--- src/rtl/scc_pkg.sv ---
// ----------------------------------------------------------------------------
// scc_pkg
// Shared types for the condensation source/sink counter: request and result
// payloads, datapath operation codes, controller command and status.
// ----------------------------------------------------------------------------
`timescale 1ns / 1ps
`default_nettype none

package scc_pkg;

    localparam int unsigned FieldW = 11;

    typedef struct packed {
        logic [FieldW-1:0] src_vertex;
        logic [FieldW-1:0] dst_vertex;
        logic              edge_present;
        logic              last_edge;
    } t_scc_req;

    typedef struct packed {
        logic [FieldW-1:0] extra_edges_needed;
        logic [FieldW-1:0] component_count;
        logic              edge_overflow;
    } t_scc_rsp;

    typedef enum logic [5:0] {
        OP_NONE,
        OP_CLR,
        OP_LATCH,
        OP_LRD,
        OP_LWR,
        OP_INIT,
        OP_VCLR,
        OP_P1RD,
        OP_P1END,
        OP_NEXT,
        OP_START,
        OP_PUSH,
        OP_TOP,
        OP_TOPL,
        OP_ERD,
        OP_ELD,
        OP_VRD,
        OP_CHILD,
        OP_POP,
        OP_WEND,
        OP_P2INIT,
        OP_P2RD,
        OP_P2V,
        OP_IDX0,
        OP_FCLR,
        OP_E0,
        OP_CELD,
        OP_CTRD,
        OP_CCH,
        OP_CCMP,
        OP_CFT,
        OP_CFH,
        OP_CRD,
        OP_CACC,
        OP_EMIT
    } t_scc_op;

    typedef struct packed {
        t_scc_op op;
    } t_scc_cmd;

    typedef struct packed {
        logic last;
        logic rev;
        logic e_ok;
        logic e_end;
        logic w_ok;
        logic vis;
        logic sp_full;
        logic sp_zero;
        logic idx_eq_n;
        logic idx_zero;
        logic idx_last_n;
        logic idx_last_c;
        logic idx_last_v;
        logic idx_eq_c;
        logic th_ok;
        logic diff;
    } t_scc_stat;

endpackage

`default_nettype wire

--- src/rtl/scc_ctrl.sv ---
// ----------------------------------------------------------------------------
// scc_ctrl
// Sequencer for edge loading, both depth-first passes, the condensation scan
// and the head-list clearing sweep.
// ----------------------------------------------------------------------------
`timescale 1ns / 1ps
`default_nettype none

module scc_ctrl (
    input  wire logic              i_clk,
    input  wire logic              i_rst_n,
    input  wire logic              i_start,
    input  wire scc_pkg::t_scc_stat i_stat,
    output scc_pkg::t_scc_cmd      o_cmd,
    output logic                   o_busy
);

    typedef enum logic [34:0] {
        S_CLR    = 35'd1 << 0,
        S_IDLE   = 35'd1 << 1,
        S_LRD    = 35'd1 << 2,
        S_LWR    = 35'd1 << 3,
        S_INIT   = 35'd1 << 4,
        S_VCLR   = 35'd1 << 5,
        S_P1     = 35'd1 << 6,
        S_P1CHK  = 35'd1 << 7,
        S_START  = 35'd1 << 8,
        S_PUSH   = 35'd1 << 9,
        S_TOP    = 35'd1 << 10,
        S_TOPL   = 35'd1 << 11,
        S_SCAN   = 35'd1 << 12,
        S_ELD    = 35'd1 << 13,
        S_VRD    = 35'd1 << 14,
        S_VCHK   = 35'd1 << 15,
        S_CHILD  = 35'd1 << 16,
        S_POP    = 35'd1 << 17,
        S_POPCHK = 35'd1 << 18,
        S_WEND   = 35'd1 << 19,
        S_P2INIT = 35'd1 << 20,
        S_P2     = 35'd1 << 21,
        S_P2V    = 35'd1 << 22,
        S_P2CHK  = 35'd1 << 23,
        S_FCLR   = 35'd1 << 24,
        S_E0     = 35'd1 << 25,
        S_CE     = 35'd1 << 26,
        S_CELD   = 35'd1 << 27,
        S_CTH    = 35'd1 << 28,
        S_CCH    = 35'd1 << 29,
        S_CCMP   = 35'd1 << 30,
        S_CFT    = 35'd1 << 31,
        S_CFH    = 35'd1 << 32,
        S_CNT    = 35'd1 << 33,
        S_CACC   = 35'd1 << 34
    } t_state;

    t_state           r_state;
    t_state           n_state;
    scc_pkg::t_scc_op w_op;

    always_ff @(posedge i_clk) begin
        if (!i_rst_n) begin
            r_state <= S_CLR;
        end else begin
            r_state <= n_state;
        end
    end

    always_comb begin
        n_state = r_state;
        w_op    = scc_pkg::OP_NONE;
        case (r_state)
            S_CLR: begin
                w_op = scc_pkg::OP_CLR;
                if (i_stat.idx_last_v) n_state = S_IDLE;
            end
            S_IDLE: begin
                if (i_start) begin
                    w_op    = scc_pkg::OP_LATCH;
                    n_state = S_LRD;
                end
            end
            S_LRD: begin
                w_op    = scc_pkg::OP_LRD;
                n_state = S_LWR;
            end
            S_LWR: begin
                w_op    = scc_pkg::OP_LWR;
                n_state = i_stat.last ? S_INIT : S_IDLE;
            end
            S_INIT: begin
                w_op    = scc_pkg::OP_INIT;
                n_state = S_VCLR;
            end
            S_VCLR: begin
                w_op = scc_pkg::OP_VCLR;
                if (i_stat.idx_last_n) n_state = i_stat.rev ? S_P2INIT : S_P1;
            end
            S_P1: begin
                if (i_stat.idx_eq_n) begin
                    w_op    = scc_pkg::OP_P1END;
                    n_state = S_VCLR;
                end else begin
                    w_op    = scc_pkg::OP_P1RD;
                    n_state = S_P1CHK;
                end
            end
            S_P1CHK: begin
                if (i_stat.vis) begin
                    w_op    = scc_pkg::OP_NEXT;
                    n_state = S_P1;
                end else begin
                    n_state = S_START;
                end
            end
            S_START: begin
                w_op    = scc_pkg::OP_START;
                n_state = S_PUSH;
            end
            S_PUSH: begin
                w_op    = scc_pkg::OP_PUSH;
                n_state = S_TOP;
            end
            S_TOP: begin
                w_op    = scc_pkg::OP_TOP;
                n_state = S_TOPL;
            end
            S_TOPL: begin
                w_op    = scc_pkg::OP_TOPL;
                n_state = S_SCAN;
            end
            S_SCAN: begin
                w_op    = scc_pkg::OP_ERD;
                n_state = i_stat.e_ok ? S_ELD : S_POP;
            end
            S_ELD: begin
                w_op    = scc_pkg::OP_ELD;
                n_state = S_VRD;
            end
            S_VRD: begin
                if (i_stat.w_ok) begin
                    w_op    = scc_pkg::OP_VRD;
                    n_state = S_VCHK;
                end else begin
                    n_state = S_SCAN;
                end
            end
            S_VCHK: begin
                if (i_stat.vis) n_state = S_SCAN;
                else if (i_stat.sp_full) n_state = S_POP;
                else n_state = S_CHILD;
            end
            S_CHILD: begin
                w_op    = scc_pkg::OP_CHILD;
                n_state = S_PUSH;
            end
            S_POP: begin
                w_op    = scc_pkg::OP_POP;
                n_state = S_POPCHK;
            end
            S_POPCHK: begin
                n_state = i_stat.sp_zero ? S_WEND : S_TOP;
            end
            S_WEND: begin
                w_op    = scc_pkg::OP_WEND;
                n_state = i_stat.rev ? S_P2 : S_P1;
            end
            S_P2INIT: begin
                w_op    = scc_pkg::OP_P2INIT;
                n_state = S_P2;
            end
            S_P2: begin
                if (i_stat.idx_zero) begin
                    w_op    = scc_pkg::OP_IDX0;
                    n_state = S_FCLR;
                end else begin
                    w_op    = scc_pkg::OP_P2RD;
                    n_state = S_P2V;
                end
            end
            S_P2V: begin
                w_op    = scc_pkg::OP_P2V;
                n_state = S_P2CHK;
            end
            S_P2CHK: begin
                if (i_stat.vis || !i_stat.w_ok) begin
                    w_op    = scc_pkg::OP_NEXT;
                    n_state = S_P2;
                end else begin
                    n_state = S_START;
                end
            end
            S_FCLR: begin
                w_op = scc_pkg::OP_FCLR;
                if (i_stat.idx_last_c) n_state = S_E0;
            end
            S_E0: begin
                w_op    = scc_pkg::OP_E0;
                n_state = S_CE;
            end
            S_CE: begin
                if (i_stat.e_end) begin
                    n_state = S_CNT;
                end else begin
                    w_op    = scc_pkg::OP_ERD;
                    n_state = S_CELD;
                end
            end
            S_CELD: begin
                w_op    = scc_pkg::OP_CELD;
                n_state = S_CTH;
            end
            S_CTH: begin
                if (i_stat.th_ok) begin
                    w_op    = scc_pkg::OP_CTRD;
                    n_state = S_CCH;
                end else begin
                    n_state = S_CE;
                end
            end
            S_CCH: begin
                w_op    = scc_pkg::OP_CCH;
                n_state = S_CCMP;
            end
            S_CCMP: begin
                w_op    = scc_pkg::OP_CCMP;
                n_state = i_stat.diff ? S_CFT : S_CE;
            end
            S_CFT: begin
                w_op    = scc_pkg::OP_CFT;
                n_state = S_CFH;
            end
            S_CFH: begin
                w_op    = scc_pkg::OP_CFH;
                n_state = S_CE;
            end
            S_CNT: begin
                if (i_stat.idx_eq_c) begin
                    w_op    = scc_pkg::OP_EMIT;
                    n_state = S_CLR;
                end else begin
                    w_op    = scc_pkg::OP_CRD;
                    n_state = S_CACC;
                end
            end
            S_CACC: begin
                w_op    = scc_pkg::OP_CACC;
                n_state = S_CNT;
            end
            default: begin
                n_state = S_CLR;
            end
        endcase
    end

    assign o_cmd.op = w_op;
    assign o_busy   = (r_state != S_IDLE);

endmodule

`default_nettype wire

--- config.mk ---
export PLATFORM = sky130hd
export DESIGN_NAME = scc_ctrl
export DESIGN_NICKNAME = d
export VERILOG_FILES = /design/src/rtl/scc_pkg.sv /design/src/rtl/scc_ctrl.sv
export SDC_FILE = /design/constraint.sdc
export NUM_CORES = 1
export LEC_CHECK = 0
export BUFFER_PORTS_ARGS = -buffer_cell sky130_fd_sc_hd__clkbuf_2
export CORE_ASPECT_RATIO = 0.7
export CORE_MARGIN = 1
export CORE_UTILIZATION = 55
export CTS_CLUSTER_SIZE = 24
export DETAILED_ROUTE_END_ITERATION = 16
export PLACE_DENSITY = 0.72
export REMOVE_ABC_BUFFERS = 1
export SLEW_MARGIN = 25
export SYNTH_ARGS = -nofsm -noshare
export SYNTH_HDL_FRONTEND = slang
export SYNTH_SLANG_ARGS = --single-unit
--- constraint.sdc ---
create_clock -name i_clk -period 5.75 [get_ports i_clk]
set_input_delay 1.4375 -clock i_clk [delete_from_list [all_inputs] [get_ports i_clk]]
set_output_delay 1.4375 -clock i_clk [all_outputs]
set_load 0.01 [all_outputs]
==> metrics.md <==
| Metric | Value |
|---|---|
| Outcome | `completed` |
| Worst setup margin | `0.968 ns` |
| FF+latch count, synth | `35` |
| Top post-synthesis cells by count | `nor2_1, dfxtp_1, nand2_1` |
| Logic pwr share | `26.7%` |
| Worst slew margin | `34.4%` |
| Netlist cell types | `56` |
| Mux cell area share after synthesis | `0%` |
| Hold WS | `0.526 ns` |
| Num CTS Buffers | `5` |
| Vias in the first global route | `2087` |
| Placement Cell Area | `0.00237 mm^2` |
| Vias | `2379` |
| Synth top area share | `30.9%` |
| Total of max-cap violations | `0` |
| Hold buffers post-CTS | `0` |
| Worst Setup EP | `o_cmd[0]` |
| Pleak | `0.997 nW` |
| Initial antenna violation count | `0` |
| Internal power | `387 uW` |
| CTS sink cnt | `35` |
| Initial Util | `57.5%` |
| I/O pins | `26` |
| Highest clock rate | `209 MHz` |
| Worst EP arrival | `3.34 ns` |
| Post-synth EDFFs | `0` |
| Post-synth top flop | `dfxtp_1` |
| Biggest register | `r_state` |
| Buffers added on ports | `25` |
| Initial drt markers | `292` |
| Yosys top cell by area | `dfxtp_1` |
| Period minus WS final | `4.78 ns` |
| R2R setup slack | `2.27 ns` |
| Crit path max fanout | `8` |
| Total wire length | `6730 um` |
| Clk slew on worst S/H paths | `0.07 ns` |
| Final Hold Viols | `0` |
| RSZ-0062 raised after global routing | `false` |
| Ys Warns | `0` |
| Sequential area share after synthesis | `30.9%` |
| Post-Synth Simple-Gate Area | `49.3%` |
| Crit path capture type | `output pin` |
| Gate Count Post-Synth | `280` |
| ANT nets after route | `0` |
| Setup bufs post-CTS | `0` |
| Layout cells sized above 1 | `16.2%` |
| DPL Wire Length | `5090 um` |
| Diode count | `0` |
| Finished Layout Cells | `355` |
| Syn Area/Cell | `8.11 um^2` |
| Worst slew pin tran | `0.984 ns` |
| Pwr dens | `239 mW/mm^2` |
| CTS tree | `done` |
| Nets | `321` |
| Post-route cell area | `0.00246 mm^2` |
| Top flop regs | `r_state: 35 flops` |
| Pin count of the biggest net entering global routing | `26` |
| Vias per cell | `6.70` |
| Clk pwr share | `29.9%` |
| DRC | `0` |
| RR Endpoint | `r_state[9]` |
| Total Routing Usage GR | `31.9%` |
| Max-slew violations | `0` |
| Reg-to-Reg Start | `r_state[5]` |
| Post-synthesis adder-cell area fraction | `0%` |
| Average wire per standard cell | `19.0 um` |
| Cts repair resizes | `0` |
| GRT Residual Overflow | `0` |
| Largest cells by area after synthesis | `dfxtp_1, nor2_1, nand4_1, nand3_1, nand2_1` |
| Layout area overhead | `8.21%` |
| Largest family of logic cells by synthesized area | `simple AND/OR/NAND/NOR gates` |
| Max reg flops | `35` |
| Final clock skew | `0.00831 ns` |
| DP Worst Slack | `1.48 ns` |
| Post-Synth XOR/XNOR Area | `3.47%` |
| Max H-tree Level | `2` |
| Flop pwr share | `43.5%` |
| CP Launch Type | `flop` |
| # placed instances | `347` |
| Core Box Area | `0.00395 mm^2` |
| Fin crit share | `83.2%` |
| Final Power | `588 uW` |
| Die Wd | `78.8 um` |
| Most frequent cell after synthesis | `nor2_1` |
| Final Util | `62.2%` |
| Switch share | `34.1%` |
| R2r worst-path depth | `7` |
| Placer Congestion | `0.948` |
| Clock root cell | `clkbuf_8` |
| First-pass GRT wire length | `10700 um` |
| Synth Cell Area | `0.00227 mm^2` |
| Die H | `55.7 um` |
| First drt pass iteration count | `6` |
| Worst EP required | `4.31 ns` |
| Num rows | `19` |
| Path type of the worst setup path | `flop to output pin` |
| Max VDD drop | `0.000191 V` |
| Crit path from | `r_state[5]` |
| Sw power | `201 uW` |
| Fin Setup TNS | `0 ns` |
| Final setup violation count | `0` |
| Asr flop ratio synth | `0%` |
| Synth Area in Compound Gates | `11.1%` |
| Clock Latency Late Sink | `0.29 ns` |
| CTS max path bufs | `2` |
| Die area | `0.00439 mm^2` |
| HP Class | `flop to flop` |
-- layer usage --
metal | GRT usage [%] | vias to the layer above | share of wire (%)
met5 | 0 | - | 0
met4 | 6.35 | 0 | 1.3
met3 | 5.41 | 13 | 8.6
met2 | 45.6 | 144 | 42
met1 | 49.6 | 1113 | 48
li1 | - | 1109 | -
-- cell type report --
class	count	area, um^2
Tap cell	52	65.1
Multi-Input combinational cell	228	1460
Sequential cell	35	701
Clock buffer	7	76.3
Fill cell	363	1490
Clock inverter	1	5.00
Inverter	7	26.3
Timing Repair Buffer	25	125
-- power groups by stage --
stage / registers, mW / logic (mW) / clock network (mW)
2_1_floorplan: 0.259 / 0.104 / 0
3_3_place_gp: 0.260 / 0.149 / 0
3_5_place_dp: 0.261 / 0.149 / 0
4_1_cts: 0.255 / 0.151 / 0.175
5_1_grt: 0.256 / 0.167 / 0.186
6_report: 0.256 / 0.157 / 0.176
-- critical path: stages (launching register included) --
cell and delay (ns):
dfxtp_1 0.36, nor4_1 0.62, nand3_1 0.46, nor3_1 0.64, and4b_1 0.37, o21a_1 0.20
or3b_1 0.16, or4b_1 0.12, clkbuf_2 0.12
-- worst min path at each step --
stage | start | to | slack (ns) | cells past startpoint
2_1_floorplan | r_state[1] | r_state[1] | 0.48 | 2
3_3_place_gp | r_state[1] | r_state[1] | 0.50 | 2
3_5_place_dp | r_state[1] | r_state[1] | 0.51 | 2
4_1_cts | r_state[1] | r_state[1] | 0.52 | 2
5_1_grt | r_state[1] | r_state[1] | 0.55 | 2
6_report | r_state[1] | r_state[1] | 0.53 | 2
-- cells in the final DEF, fill, tap and decap left out, types with 2 or more instances in the layout --
master     netlist  layout
inv_1            7       7
nand4b_1         4       4
xor2_1           7       7
nor4_2           6       7
nand3_1         18      18
or2_2            3       3
nor3_1          12      12
a41oi_1          4       4
nand3b_1         5       5
clkbuf_8         0       5
dfxtp_1         35      35
o2bb2ai_1        2       2
o21ai_0          2       2
nor2_1          39      39
nand2b_1         6       6
nor4_1          12      11
and3_1           7       7
nand4_1         18      18
and4b_1          2       2
or4_1            2       2
xnor2_1          2       2
o21a_1           2       2
a31oi_1          2       2
nor3b_1          7       7
nor2b_1          8       8
nand2_1         20      20
clkbuf_2         0      25
clkbuf_1         1       2
a32oi_1          2       2
nor4b_1          4       4
a21oi_1         10      10
-- cells by family (layout without fill, tap and decap cells) --
kind of cell / after synthesis / count (layout)
simple gates: 185 / 185
compound gates: 34 / 34
flops: 35 / 35
buf+inv: 17 / 40
xor+xnor: 9 / 9
Note: power is estimated with default switching activity, not from simulation.
